==> src/rtl/assert_macros.svh <==
// assertion macros shared by the polygon area blocks
// expects i_clk and i_rst_n in the module that uses them
`ifndef ASSERT_MACROS_SVH
`define ASSERT_MACROS_SVH

// same-cycle implication, off while in reset
`define ASSERT_IMPLIES(label, ante, cons, msg) \
    label: assert property (@(posedge i_clk) disable iff (!i_rst_n) (ante) |-> (cons)) \
        else $error(msg);

// next-cycle implication, off while in reset
`define ASSERT_NEXT(label, ante, cons, msg) \
    label: assert property (@(posedge i_clk) disable iff (!i_rst_n) (ante) |=> (cons)) \
        else $error(msg);

`endif

==> src/rtl/pab_pkg.sv <==
// polygon area and bounds: shared types, sum limits and clamp helpers
// no dependencies
package pab_pkg;

    localparam int SUM_BITS  = 64;
    localparam int AREA_BITS = 63;

    typedef logic signed [SUM_BITS-1:0] t_sum;
    typedef logic signed [SUM_BITS:0]   t_sum_x1;
    typedef logic signed [SUM_BITS+1:0] t_sum_x2;
    typedef logic [AREA_BITS-1:0]       t_area;

    localparam t_sum  SUM_MAX  = {1'b0, {(SUM_BITS-1){1'b1}}};
    localparam t_sum  SUM_MIN  = {1'b1, {(SUM_BITS-1){1'b0}}};
    localparam t_area AREA_MAX = '1;

    typedef struct packed {
        logic valid;
        logic last;
    } t_stage_ctl;

    function automatic logic sum_fits(input t_sum_x2 v);
        return (v[SUM_BITS+1:SUM_BITS-1] == 3'b000) || (v[SUM_BITS+1:SUM_BITS-1] == 3'b111);
    endfunction

    function automatic t_sum clamp_sum(input t_sum_x2 v);
        t_sum res;
        if (sum_fits(v)) begin
            res = v[SUM_BITS-1:0];
        end else if (v[SUM_BITS+1]) begin
            res = SUM_MIN;
        end else begin
            res = SUM_MAX;
        end
        return res;
    endfunction

endpackage

==> src/rtl/pab_accum.sv <==
// pre-add of the two shoelace terms and the saturating area accumulator
// depends on pab_pkg and assert_macros.svh
`include "assert_macros.svh"
module pab_accum #(parameter int COORD_BITS = 24) (
    input  logic                         i_clk,
    input  logic                         i_rst_n,
    input  logic                         i_adv,
    input  pab_pkg::t_stage_ctl          i_ctl,
    input  pab_pkg::t_sum                i_edge,
    input  pab_pkg::t_sum                i_close,
    input  logic signed [COORD_BITS-1:0] i_min_x,
    input  logic signed [COORD_BITS-1:0] i_min_y,
    input  logic signed [COORD_BITS-1:0] i_max_x,
    input  logic signed [COORD_BITS-1:0] i_max_y,
    output pab_pkg::t_stage_ctl          o_ctl,
    output pab_pkg::t_sum                o_sum,
    output logic                         o_sat,
    output logic signed [COORD_BITS-1:0] o_min_x,
    output logic signed [COORD_BITS-1:0] o_min_y,
    output logic signed [COORD_BITS-1:0] o_max_x,
    output logic signed [COORD_BITS-1:0] o_max_y
);
    import pab_pkg::*;

    localparam int CB = COORD_BITS;

    t_stage_ctl           r_c_ctl, r_d_ctl;
    t_sum                 r_c_edge;
    t_sum_x1              r_c_pair, r_c_hi, r_c_lo;
    logic signed [CB-1:0] r_c_min_x, r_c_min_y, r_c_max_x, r_c_max_y;
    t_sum                 r_sum;
    logic                 r_sat;
    t_sum                 r_d_sum;
    logic                 r_d_sat;
    logic signed [CB-1:0] r_d_min_x, r_d_min_y, r_d_max_x, r_d_max_y;

    t_sum_x1 w_u;
    t_sum_x2 w_w, w_v;
    logic    w_u_hi, w_u_lo;
    t_sum    n_sum;
    logic    n_ovf;

    // edge term first, closing term second, each clamped
    assign w_u    = t_sum_x1'(r_sum) + t_sum_x1'(r_c_edge);
    assign w_u_hi = (w_u[SUM_BITS:SUM_BITS-1] == 2'b01);
    assign w_u_lo = (w_u[SUM_BITS:SUM_BITS-1] == 2'b10);
    assign w_w    = t_sum_x2'(r_sum) + t_sum_x2'(r_c_pair);

    always_comb begin
        priority if (w_u_hi) begin
            w_v = t_sum_x2'(r_c_hi);
        end else if (w_u_lo) begin
            w_v = t_sum_x2'(r_c_lo);
        end else begin
            w_v = w_w;
        end
    end

    assign n_sum = clamp_sum(w_v);
    assign n_ovf = w_u_hi | w_u_lo | !sum_fits(w_v);

    always_ff @(posedge i_clk) begin
        if (!i_rst_n) begin
            r_c_ctl <= '0;
            r_d_ctl <= '0;
            r_sum   <= '0;
            r_sat   <= 1'b0;
        end else if (i_adv) begin
            r_c_ctl       <= i_ctl;
            r_d_ctl.valid <= r_c_ctl.valid & r_c_ctl.last;
            r_d_ctl.last  <= r_c_ctl.last;
            if (r_c_ctl.valid) begin
                if (r_c_ctl.last) begin
                    r_sum <= '0;
                    r_sat <= 1'b0;
                end else begin
                    r_sum <= n_sum;
                    r_sat <= r_sat | n_ovf;
                end
            end
        end
    end

    always_ff @(posedge i_clk) begin
        if (i_adv) begin
            r_c_edge  <= i_edge;
            r_c_pair  <= t_sum_x1'(i_edge) + t_sum_x1'(i_close);
            r_c_hi    <= t_sum_x1'(SUM_MAX) + t_sum_x1'(i_close);
            r_c_lo    <= t_sum_x1'(SUM_MIN) + t_sum_x1'(i_close);
            r_c_min_x <= i_min_x;
            r_c_min_y <= i_min_y;
            r_c_max_x <= i_max_x;
            r_c_max_y <= i_max_y;
            r_d_sum   <= n_sum;
            r_d_sat   <= r_sat | n_ovf;
            r_d_min_x <= r_c_min_x;
            r_d_min_y <= r_c_min_y;
            r_d_max_x <= r_c_max_x;
            r_d_max_y <= r_c_max_y;
        end
    end

    assign o_ctl   = r_d_ctl;
    assign o_sum   = r_d_sum;
    assign o_sat   = r_d_sat;
    assign o_min_x = r_d_min_x;
    assign o_min_y = r_d_min_y;
    assign o_max_x = r_d_max_x;
    assign o_max_y = r_d_max_y;

    `ASSERT_NEXT(a_clear_on_end, i_adv && r_c_ctl.valid && r_c_ctl.last, (r_sum == '0) && !r_sat, "sum not cleared at polygon end")
    `ASSERT_NEXT(a_hold_on_stall, !i_adv, $stable(r_sum) && $stable(r_sat), "sum moved while stalled")
    `ASSERT_NEXT(a_result_only_at_end, i_adv && !(r_c_ctl.valid && r_c_ctl.last), !r_d_ctl.valid, "result raised without polygon end")

endmodule

==> config.mk <==
export PLATFORM = sky130hd
export DESIGN_NAME = pab_accum
export DESIGN_NICKNAME = d
export VERILOG_FILES = /design/src/rtl/pab_pkg.sv /design/src/rtl/pab_accum.sv
export VERILOG_INCLUDE_DIRS = /design/src /design/src/rtl
export SDC_FILE = /design/constraint.sdc
export NUM_CORES = 1
export LEC_CHECK = 0
export CAP_MARGIN = 10
export CORE_MARGIN = 1.5
export CORE_UTILIZATION = 30
export DETAILED_ROUTE_END_ITERATION = 12
export DONT_BUFFER_PORTS = 1
export MAX_ROUTING_LAYER = met4
export PLACE_DENSITY = 0.47
export SETUP_SLACK_MARGIN = 0.4
export SYNTH_ARGS = -nofsm -noshare
export SYNTH_HDL_FRONTEND = slang
export SYNTH_SLANG_ARGS = --single-unit
==> constraint.sdc <==
create_clock -name i_clk -period 5.15 [get_ports i_clk]
set_input_delay 0.7725 -clock i_clk [delete_from_list [all_inputs] [get_ports i_clk]]
set_output_delay 0.7725 -clock i_clk [all_outputs]
set_load 0.005 [all_outputs]
==> results of run 1 <==
path summary, 6_finish.rpt:
kind | start | cells past startpoint | end
setup / recovery | r_c_edge[1]$_DFFE_PP_ | 22 | o_sum[60]$_DFFE_PP_
setup reg to reg | r_c_edge[1]$_DFFE_PP_ | 22 | o_sum[60]$_DFFE_PP_
hold reg to reg | r_c_max_y[3]$_DFFE_PP_ | 0 | o_max_y[3]$_DFFE_PP_
hold / removal | i_edge[40] | 0 | r_c_edge[40]$_DFFE_PP_
final cells by class:
| class | count | area [sq um] | area share [%] |
|---|---|---|---|
| inverters | 46 | 173 | 0.513 |
| flip-flops and latches | 584 | 16800 | 50.0 |
| well taps | 1276 | 1600 | 4.74 |
| diodes | 1 | 2.50 | 0.00743 |
| multi-input cells | 1758 | 12100 | 36.0 |
| clock inverters | 44 | 423 | 1.26 |
| repair buffers | 47 | 601 | 1.78 |
| clock buffers | 83 | 1890 | 5.63 |
through the flow:
stage               area (sq um)  std cells  power [mW]  util (%)  hold slack (ns)
floorplan                  29500       2505        7.88         -            0.400
global placement           31000       3697        8.92      31.9            0.400
detailed placement         31000       3697        8.95      31.9            0.405
CTS                        33500       3833        14.2      34.6            0.195
global route               33700       3839        14.9      34.7            0.203
finish                     33700       3839        14.2      34.7            0.242
worst max-delay path, stage by stage (launching register included):
cell	delay (ns)
edfxtp_1	0.37
ha_1	0.28
a31o_2	0.15
a21o_1	0.13
a21oi_2	0.05
nor2b_1	0.16
o21ai_2	0.10
a2111oi_4	0.40
or2_4	0.23
a211oi_2	0.07
o21ai_1	0.20
xor2_1	0.22
inv_1	0.11
ha_4	0.18
or2_4	0.25
or3_4	0.36
mux2i_2	0.18
buf_4	0.16
nor3_4	0.06
nor2_4	0.17
buf_12	0.17
clkbuf_16	0.20
o21ai_1	0.09
state kept, by name (all words and copies together) (netlist names):
signal,flops
r_c_min_y,24
r_c_ctl,2
o_ctl,2
r_sat,1
o_sat,1
r_c_pair,65
r_c_lo,64
r_c_edge,64
o_min_x,24
r_c_hi,65
o_max_x,24
r_c_max_x,24
o_max_y,24
r_c_min_x,24
r_sum,64
r_c_max_y,24
o_min_y,24
o_sum,64
metal layers:
layer  share of wire (%)  up-vias
met3                 7.8      124
met5                   0        -
li1                    -     9607
met1                  41    10006
met4                 2.8        0
met2                  48      716
cell families after synthesis:
family | Yosys count
and+or+nand+nor | 605
DFF | 584
xor gates and xnor gates | 176
adders and majority gates | 197
muxes | 9
AOI/OAI and AO/OA | 771
buffers and inverters | 163
power by group:
part           internal [mW]  total [mW]  switching, mW
registers               5.87        6.22          0.349
logic                   1.11        3.01           1.90
clock network           2.95        5.01           2.06
cell usage after synthesis (all sizes together), types with 22 or more instances:
master	count
edfxtp	515
xnor2	90
xor2	86
a21o	93
o21ai	210
nand4	47
a21oi	188
nor2b	22
dfxtp	69
nor2	115
o211ai	107
buf	34
clkbuf	83
a31oi	26
nor3	41
ha	195
nand2	238
inv	46
nand3	43
what timing repair did:
item | 4_1_cts | 5_1_grt
endpoints found under the setup margin | 127 | 119
gates cloned | 4 | 3
pin swaps | 2 | 15
gates resized for setup | 15 | 34
setup buffers | 5 | 2
==> results.tsv, run 1 <==
stage	metric	value	unit
power	max-vdd-ir-drop	0.000204	V
routing	vias	20453	
logic_synthesis	netlist_instances	2505	
logic_synthesis	ys_ff_latch	584	
critical_path	r2r_slack	0.55	ns
routing	remaining_drc_errors	0	
clock_tree	cts_sinks	584	
global_route	grt_max_degree	522	
cells_and_area	layout_common_cells	515 x edfxtp_1, 236 x nand2_1, 193 x ha_1, 186 x a21oi_1, 174 x o21ai_0	
logic_synthesis	synthTopCellsByArea	edfxtp_1 52%, ha_1 8.3%, dfxtp_1 4.7%, o21ai_0 3.3%, a21oi_1 3.2%	
routing	first_iter_violations	1731	
logic_synthesis	synthAdderAreaFrac	8.41	%
logic_synthesis	synth_top_cell_area_share	52.4	%
clock_tree	cts_root_buffer	clkbuf_16	
timing	fin_ws	0.550	ns
cells_and_area	drive_above_1_share	8.70	%
critical_path	critical_path_arrival	4.94	ns
logic_synthesis	synth-edff-count	515	
timing	fin_crit_sh	89.3	%
global_route	grt.overflow.total	0	
clock_tree	clk_path_buf_depth	3	
power	leakage	12.5	nW
logic_synthesis	syn_avg_cell_area	11.8	sq um
routing	post_drt_wl_per_cell	25.0	um
placed_design	dp_slack	0.161	ns
placed_design	place.gp.congestion	0.945	
global_route	use_met3	5.13	%
status	status	finished, final reports clean	
timing	fmax	217	MHz
logic_synthesis	synth_ff_type	edfxtp_1	
global_route	use_met2	31.1	%
logic_synthesis	synth_top_family_by_area	compound AO/OA/AOI/OAI gates	
flow_run	maxCapViolations	0	
logic_synthesis	synth_compound_area_share	16.9	%
clock_tree	path_clk_slew	0.06	ns
timing	hold_violations	0	
floorplanning	initial_core_util	30.4	%
global_route	antenna_found_initial	4	
timing	finalSetupTns	0	ns
global_route	busiest_layer	met2	
floorplanning	die_w	317	um
timing	maxSlewHeadroom	13.1	%
logic_synthesis	synth_xor_area_share	5.23	%
timing	fin_crit	4.60	ns
logic_synthesis	ys_seq_area_share	57.1	%
routing	drt-pass1-iter-count	7	
clock_tree	numCtsBuffers	70	
floorplanning	chipHeight	317	um
cells_and_area	num-fill-cells	9533	
critical_path	cp_max_fo	6	
critical_path	worst_setup_path_end_kind	flop	
critical_path	crit_path_start_kind	flop	
timing	rsz0062_at_grt	no	
clock_tree	clock_latency	0.62	ns
cells_and_area	syn2layout_area_growth	14.2	%
timing	maxSlewViolCount	0	
placed_design	dpl.hpwl	69.8	mm
logic_synthesis	synth-simple-area-share	9.90	%
routing	wirelength	96.1	mm
floorplanning	core	97000	sq um
routing	via_per_inst	5.33	
floorplanning	io_pins	392	
logic_synthesis	async_flop_share	0	%
global_route	use_met1	22.7	%
min_path	hold_path_class	in -> reg	
global_route	grt_first_pass_wirelength	136	mm
floorplanning	rows	114	
timing	worst_clock_skew	0.0181	ns
logic_synthesis	yosysTopAreaCell	edfxtp_1	
clock_tree	cts_tree	yes	
routing	postRouteAntennaNets	0	
clock_tree	cts_hold_repair.buffers	0	
logic_synthesis	synth.area.mux_share	0.305	%
timing	tightest_slew	1.30	ns
clock_tree	ctsHtreeMaxLevel	3	
power	power_per_cell_area	423	nW/um^2
critical_path	required	5.48	ns
cells_and_area	final_common_cell	edfxtp_1	
global_route	grt_pass1_vias	20069	
global_route	grt_usage	18.9	%
logic_synthesis	syn-cell-area	29500	sq um
logic_synthesis	yosys_warnings	0	
logic_synthesis	synth_cell_types	89	
critical_path	criticalPathCategory	reg -> reg	
cells_and_area	nNetsFinal	2933	
placed_design	place.port_buffers	0	
floorplanning	dieArea	100000	sq um
logic_synthesis	mappedNetlistNets	2931	
timing	setup_violations	0	
Power figures use the tool's default switching activity.
==> inputs of run 2 (changes only) <==
--- a/config.mk
+++ b/config.mk
@@ -6,14 +6,16 @@
 export SDC_FILE = /design/constraint.sdc
 export NUM_CORES = 1
 export LEC_CHECK = 0
-export CAP_MARGIN = 10
+export CAP_MARGIN = 20
 export CORE_MARGIN = 1.5
 export CORE_UTILIZATION = 30
 export DETAILED_ROUTE_END_ITERATION = 12
 export DONT_BUFFER_PORTS = 1
 export MAX_ROUTING_LAYER = met4
 export PLACE_DENSITY = 0.47
+export REMOVE_ABC_BUFFERS = 1
 export SETUP_SLACK_MARGIN = 0.4
+export SLEW_MARGIN = 30
 export SYNTH_ARGS = -nofsm -noshare
 export SYNTH_HDL_FRONTEND = slang
 export SYNTH_SLANG_ARGS = --single-unit
==> run 2 against run 1 <==
  * Via count rose by 1.2%
  * Die area did not move
  * Total power rose by 1.5%
  * Hold slack got worse by 0.0076 ns
  * Sequential share of layout area fell by 0.22 points
  * Clock-buffer cell count rose by 9
  * Utilization rose by 0.15 points
  * Critical path depth did not move
  * Combinational power rose by 4%
  * Critical path type unchanged
  * Largest cell class unchanged
  * Largest power group unchanged
==> results.tsv, run 2 (synthesized netlist as in run 1, its figures left out) <==
stage	metric	value	unit	change
routing	post_drt_wl_per_cell	25.8	um	+3.2%
power	switching_share	30.4	%	+0.13 points
timing	fin_crit	4.63	ns	+0.0262 ns
clock_tree	clock_latency	0.63	ns	about the same
critical_path	crit_top_cell	o21ai_1		
cells_and_area	drive_above_1_share	8.73	%	+0.022 points
power	power_per_cell_area	427	nW/um^2	+1.0%
clock_tree	cts_sinks	584		unchanged
critical_path	reg2reg_to	o_sum[53]$_DFFE_PP_		
power	pwr-share-comb	21.7	%	+0.5 points
clock_tree	ctsHtreeMaxLevel	3		unchanged
critical_path	r2r_slack	0.52	ns	-0.03 ns
power	max-vdd-ir-drop	0.000183	V	-10%
critical_path	critical_path_arrival	4.98	ns	+0.04 ns
cells_and_area	nNetsFinal	2937		+0.14%
routing	vias	20706		+1.2%
critical_path	critPathBufInv	4		unchanged
placed_design	place.gp.congestion	0.930		-1.6%
placed_design	placed_cell_area	31000	sq um	about the same
routing	wirelength	99.4	mm	+3.4%
status	status	finished, final reports clean		
placed_design	dpl.cell_count	3698		+0.027%
clock_tree	path_clk_slew	0.06	ns	about the same
global_route	grt_usage	19.8	%	+0.91 points
clock_tree	cts_hold_repair.buffers	0		unchanged
critical_path	reg2regPathDepth	22		unchanged
floorplanning	die_w	317	um	unchanged
routing	postRouteAntennaNets	0		unchanged
clock_tree	clk_path_buf_depth	3		unchanged
critical_path	crit_path_max_incr_delay	0.39	ns	about the same
cells_and_area	syn2layout_area_growth	14.7	%	
power	seq_power_share	43.0	%	-0.7 points
placed_design	place.port_buffers	0		unchanged
cells_and_area	num-fill-cells	9619		+0.90%
floorplanning	dieArea	100000	sq um	unchanged
power	power.total	14.4	mW	+1.5%
global_route	grt.overflow.total	0		unchanged
timing	fin_crit_sh	89.8	%	+0.51 points
critical_path	criticalPathCategory	reg -> reg		
critical_path	worst_setup_path_end_kind	flop		
placed_design	dpl.hpwl	69.7	mm	-0.11%
floorplanning	rows	114		unchanged
clock_tree	cts_root_buffer	clkbuf_16		
timing	finalSetupTns	0	ns	unchanged
critical_path	reg2reg_from	r_c_edge[41]$_DFFE_PP_		
critical_path	required	5.50	ns	+0.02 ns
power	switchingPower	4.39	mW	+1.9%
timing	rsz0062_at_grt	no		
critical_path	cp_max_fo	7		+1
floorplanning	core	97000	sq um	unchanged
floorplanning	io_pins	392		unchanged
routing	remaining_drc_errors	0		unchanged
global_route	antenna_found_initial	3		-1
clock_tree	cts_tree	yes		
floorplanning	chipHeight	317	um	unchanged
global_route	grt_pass1_vias	20521		+2.3%
routing	via_per_inst	5.38		+1.1%
timing	hold_violations	0		unchanged
cells_and_area	instances_no_fill	3846		+0.18%
critical_path	critical_path.top_delay_family	simple AND/OR/NAND/NOR gates		
routing	drt-pass1-iter-count	6		-1
flow_run	maxCapViolations	0		unchanged
min_path	hold-path-endpoint	r_c_edge[31]$_DFFE_PP_		
min_path	min-delay-start	i_edge[31]		
timing	maxSlewViolCount	0		unchanged
cells_and_area	final_common_cell	edfxtp_1		
global_route	grt_max_degree	522		unchanged
min_path	worstHoldPathCells	0		unchanged
timing	maxSlewHeadroom	33.0	%	+20 points
critical_path	crit_chain	ha_1, a21o_1, a21o_1, a41o_1, a21oi_1, o21ai_0, nand3_1, o21ai_1, nor3_1, o21ai_1, xor2_1, inv_1, ha_4, or2_2, or3_4, mux2i_4, buf_6, nor3_4, nor2_4, buf_12, clkbuf_16, o21ai_1		
min_path	hold_path_class	in -> reg		
clock_tree	numCtsBuffers	70		unchanged
power	leakage	12.6	nW	+0.67%
cells_and_area	top_regs	r_c_hi: 65 flops, r_c_pair: 65 flops		
timing	worst_clock_skew	0.0291	ns	+0.0110 ns
cells_and_area	finalInstanceArea	33800	sq um	+0.45%
critical_path	cp_slowest_cell	edfxtp_1		
global_route	grt_first_pass_wirelength	142	mm	+4.5%
power	clkPwrFrac	35.3	%	about the same
timing	tightest_slew	1.00	ns	-0.301 ns
critical_path	crit_path_start_kind	flop		
routing	first_iter_violations	1596		-7.8%
timing	setup_violations	0		unchanged
timing	fmax	216	MHz	-0.57%
power	intPower	10.1	mW	+1.3%
cells_and_area	layout_common_cells	515 x edfxtp_1, 236 x nand2_1, 194 x ha_1, 186 x a21oi_1, 175 x o21ai_0		
floorplanning	initial_core_util	30.4	%	unchanged
==> run 2: through the flow <==
stage | utilization, % | worst slack [ns] | hold WS, ns
global route | 34.9 | 0.372 | 0.197
global placement | 32.0 | 0.0587 | 0.400
CTS | 34.7 | 0.429 | 0.178
floorplan | - | -1.57 | 0.400
finish | 34.9 | 0.523 | 0.234
detailed placement | 32.0 | 0.0679 | 0.405
==> run 2: per-layer routing <==
layer / wire length [um] / GRT usage (%) / up-vias
li1: - / - / 9590
met1: 42400 / 24.5 / 10151
met2: 46400 / 31.8 / 803
met3: 7710 / 5.00 / 162
met4: 2890 / 6.08 / 0
met5: 0 / - / -
==> run 2: worst max path at each step <==
stage / from / endpoint / depth (start not counted)
global placement: r_c_edge[30]$_DFFE_PP_ / o_sum[32]$_DFFE_PP_ / 17
floorplan: r_c_edge[1]$_DFFE_PP_ / r_sum[0]$_SDFFE_PN0P_ / 17
detailed placement: r_c_edge[30]$_DFFE_PP_ / o_sum[20]$_DFFE_PP_ / 17
finish: r_c_edge[41]$_DFFE_PP_ / o_sum[53]$_DFFE_PP_ / 22
global route: r_c_edge[1]$_DFFE_PP_ / r_sum[51]$_SDFFE_PN0P_ / 23
CTS: r_c_edge[1]$_DFFE_PP_ / o_sum[20]$_DFFE_PP_ / 23
==> run 2: worst register-to-register path, cell delays in order (launching register included) <==
cell and delay [ns]:
edfxtp_1 0.39, ha_1 0.35, a21o_1 0.17, a21o_1 0.19
a41o_1 0.21, a21oi_1 0.14, o21ai_0 0.09, nand3_1 0.15
o21ai_1 0.14, nor3_1 0.26, o21ai_1 0.15, xor2_1 0.21
inv_1 0.10, ha_4 0.19, or2_2 0.31, or3_4 0.34
mux2i_4 0.17, buf_6 0.13, nor3_4 0.06, nor2_4 0.15
buf_12 0.20, clkbuf_16 0.21, o21ai_1 0.08
==> run 2: final cells by class <==
class	count	area, sq um	area share, %
clock buffers	92	1940	5.73
diodes	3	7.51	0.0222
well taps	1276	1600	4.72
clock inverters	36	397	1.17
flip-flops and latches	584	16800	49.8
repair buffers	51	724	2.14
inverters	46	173	0.510
multi-input cells	1758	12100	35.9
==> run 2: power by group through the flow <==
stage               sequential, mW  combinational, mW  clock (mW)
floorplan                     6.11               1.72           0
global placement              6.34               2.60           0
detailed placement            6.32               2.64           0
CTS                           6.23               3.03        5.25
global route                  6.28               3.40        5.40
finish                        6.21               3.14        5.09
==> run 2: timing repair <==
item / 4_1_cts / 5_1_grt
endpoints found under the setup margin: 128 / 125
setup buffers: 6 / 1
cloned: 7 / 3
gates resized for setup: 25 / 33
pin swaps: 7 / 14
==> inputs of run 3 (changes only) <==
--- a/config.mk
+++ b/config.mk
@@ -7,6 +7,7 @@
 export NUM_CORES = 1
 export LEC_CHECK = 0
 export CAP_MARGIN = 20
+export CORE_ASPECT_RATIO = 0.6
 export CORE_MARGIN = 1.5
 export CORE_UTILIZATION = 30
 export DETAILED_ROUTE_END_ITERATION = 12
==> constraint.sdc (replaced) <==
create_clock -name i_clk -period 5 [get_ports i_clk]
set_input_delay 0.75 -clock i_clk [delete_from_list [all_inputs] [get_ports i_clk]]
set_output_delay 0.75 -clock i_clk [all_outputs]
set_load 0.005 [all_outputs]
==> run 3 against run 2 <==
  * Via count is 2.5% higher
  * Critical path depth is 2 higher
  * Clock skew is 0.0011 ns lower
  * Total power is 2.0% higher
  * Largest cell class unchanged
  * Highest routed layer unchanged
==> results.tsv, run 3 (synthesized netlist as in run 1, its figures left out) <==
stage	metric	value	unit	change
status	status	finished, final reports clean		
critical_path	cp_slowest_cell	edfxtp_1		
floorplanning	dieArea	100000	sq um	about the same
critical_path	required	5.39	ns	-0.11 ns
power	power.total	14.7	mW	+2.0%
placed_design	place.gp.congestion	0.933		+0.28%
floorplanning	rows	88		-23%
timing	tightest_slew	1.08	ns	+0.0796 ns
critical_path	worst_setup_path_end_kind	flop		
floorplanning	initial_core_util	30.5	%	+0.066 points
timing	rsz0062_at_grt	yes		
clock_tree	cts_tree	yes		
timing	fin_crit	4.58	ns	-0.0424 ns
routing	postRouteAntennaNets	0		unchanged
placed_design	placed_cell_area	31300	sq um	+0.97%
floorplanning	core	96800	sq um	-0.22%
cells_and_area	num-fill-cells	9457		-1.7%
critical_path	crit_chain	ha_1, a31o_2, a21o_1, a21oi_2, nor2b_1, o21ai_1, a2111oi_2, buf_4, or2_4, a211oi_2, o21ai_1, xor2_1, buf_4, ha_4, or2_4, or3_1, mux2i_1, buf_4, o22ai_4, nand2_2, buf_6, buf_12, buf_16, o21ai_2		
critical_path	crit_path_start_kind	flop		
floorplanning	die_w	408	um	+29%
timing	fmax	218	MHz	+0.93%
timing	hold_slack	0.180	ns	-0.0546 ns
floorplanning	chipHeight	246	um	-22%
clock_tree	cts_sinks	584		unchanged
critical_path	crit_top_cell	buf_4		
timing	maxSlewHeadroom	27.7	%	-5.3 points
routing	drt-pass1-iter-count	6		unchanged
cells_and_area	syn2layout_area_growth	15.8	%	
timing	worst_clock_skew	0.0280	ns	-0.00107 ns
global_route	antenna_found_initial	6		+3
placed_design	dpl.cell_count	3757		+1.6%
timing	setup_violations	0		unchanged
routing	post_drt_wl_per_cell	27.0	um	+4.5%
critical_path	criticalPathCategory	reg -> reg		
min_path	hold_path_class	in -> reg		
global_route	grt_max_degree	522		unchanged
cells_and_area	top_regs	r_c_hi: 65 flops, r_c_pair: 65 flops		
critical_path	critical_path_arrival	4.98	ns	about the same
routing	wirelength	105	mm	+6.2%
global_route	grt_first_pass_wirelength	144	mm	+1.6%
timing	maxSlewViolCount	0		unchanged
timing	hold_violations	0		unchanged
critical_path	crit_path_max_incr_delay	0.38	ns	about the same
clock_tree	path_clk_slew	0.07	ns	about the same
clock_tree	numCtsBuffers	60		-14%
cells_and_area	drive_above_1_share	10.7	%	+1.9 points
routing	first_iter_violations	2466		+55%
global_route	grt_pass1_vias	19801		-3.5%
cells_and_area	utilization	35.3	%	+0.43 points
critical_path	cp_max_fo	8		+1
routing	via_per_inst	5.43		+0.92%
routing	remaining_drc_errors	0		unchanged
clock_tree	ctsHtreeMaxLevel	2		-1
cells_and_area	final_common_cell	edfxtp_1		
cells_and_area	instances_no_fill	3906		+1.6%
clock_tree	clk_path_buf_depth	3		unchanged
timing	fin_crit_sh	91.7	%	+1.8 points
routing	vias	21223		+2.5%
cells_and_area	finalInstanceArea	34200	sq um	+1.0%
flow_run	maxCapViolations	0		unchanged
floorplanning	io_pins	392		unchanged
power	power_per_cell_area	431	nW/um^2	+0.94%
global_route	grt_usage	20.2	%	+0.40 points
power	max-vdd-ir-drop	0.000262	V	+43%
clock_tree	clock_latency	0.66	ns	+0.03 ns
power	leakage	12.8	nW	+1.2%
cells_and_area	layout_common_cells	515 x edfxtp_1, 236 x nand2_1, 193 x ha_1, 186 x a21oi_1, 164 x o21ai_0		
placed_design	dpl.hpwl	74.4	mm	+6.7%
cells_and_area	nNetsFinal	2971		+1.2%
global_route	grt.overflow.total	0		unchanged
placed_design	place.port_buffers	0		unchanged
clock_tree	cts_root_buffer	clkbuf_16		
## run 3: cell count changes in the layout (fill, tap and decap cells not counted), moves of 8 or more
cell | previous run | this run
o21ai_2 | 3 | 18
clkinvlp_4 | 4 | 12
buf_4 | 29 | 59
clkbuf_1 | 15 | 6
buf_12 | 7 | 15
o21ai_0 | 175 | 164
## run 3: path summary, 6_finish.rpt
kind | start | end | slack, ns | cells after the start
worst max-delay path | r_c_edge[1]$_DFFE_PP_ | o_sum[41]$_DFFE_PP_ | 0.42 | 24
worst min-delay path | i_close[15] | r_c_lo[15]$_DFFE_PP_ | 0.18 | 0
worst max register to register | r_c_edge[1]$_DFFE_PP_ | o_sum[41]$_DFFE_PP_ | 0.42 | 24
worst min register to register | r_c_max_y[15]$_DFFE_PP_ | o_max_y[15]$_DFFE_PP_ | 0.42 | 0
## run 3: cell type report
| type | instances | area (sq um) | share of cell area, % |
|---|---|---|---|
| diodes | 4 | 10.0 | 0.0293 |
| clock buffers | 70 | 1590 | 4.65 |
| clock inverters | 44 | 510 | 1.49 |
| inverters | 46 | 173 | 0.505 |
| multi-input cells | 1758 | 12200 | 35.7 |
| flip-flops and latches | 584 | 16800 | 49.3 |
| well taps | 1305 | 1630 | 4.78 |
| repair buffers | 95 | 1190 | 3.50 |
## run 3: power breakdown
part	switching [mW]	internal, mW
registers	0.361	6.04
clock network	2.07	2.80
logic	2.18	1.28
total	4.61	10.1
## run 3: critical path, delay by kind of cell, from the launching register on
family,cells,cell delay [ns]
AOI/OAI and AO/OA,9,1.27
and+or+nand+nor,5,0.95
buffers and inverters,6,0.95
adders and majority gates,2,0.46
DFF,1,0.38
xor gates and xnor gates,1,0.16
muxes,1,0.16
## run 3: stage by stage
stage	setup WS (ns)	TNS, ns
after floorplan	-1.72	-199.96
after global placement	0.0329	0
after detailed placement	-0.0270	-0.0878
after CTS	0.396	0
after global routing	0.275	0
final	0.416	0
## run 3: layer usage
layer / part of all wire, % / GRT usage, %
met1: 49 / 30.5
met2: 39 / 26.1
met3: 9.9 / 5.91
met4: 1.9 / 4.23
met5: 0 / -
## run 3: repair_timing
action	4_1_cts	5_1_grt
pin swaps	15	25
gates cloned	4	10
hold buffers	0	0
resized for setup	45	44
buffers inserted	5	11
setup endpoints to repair	128	128
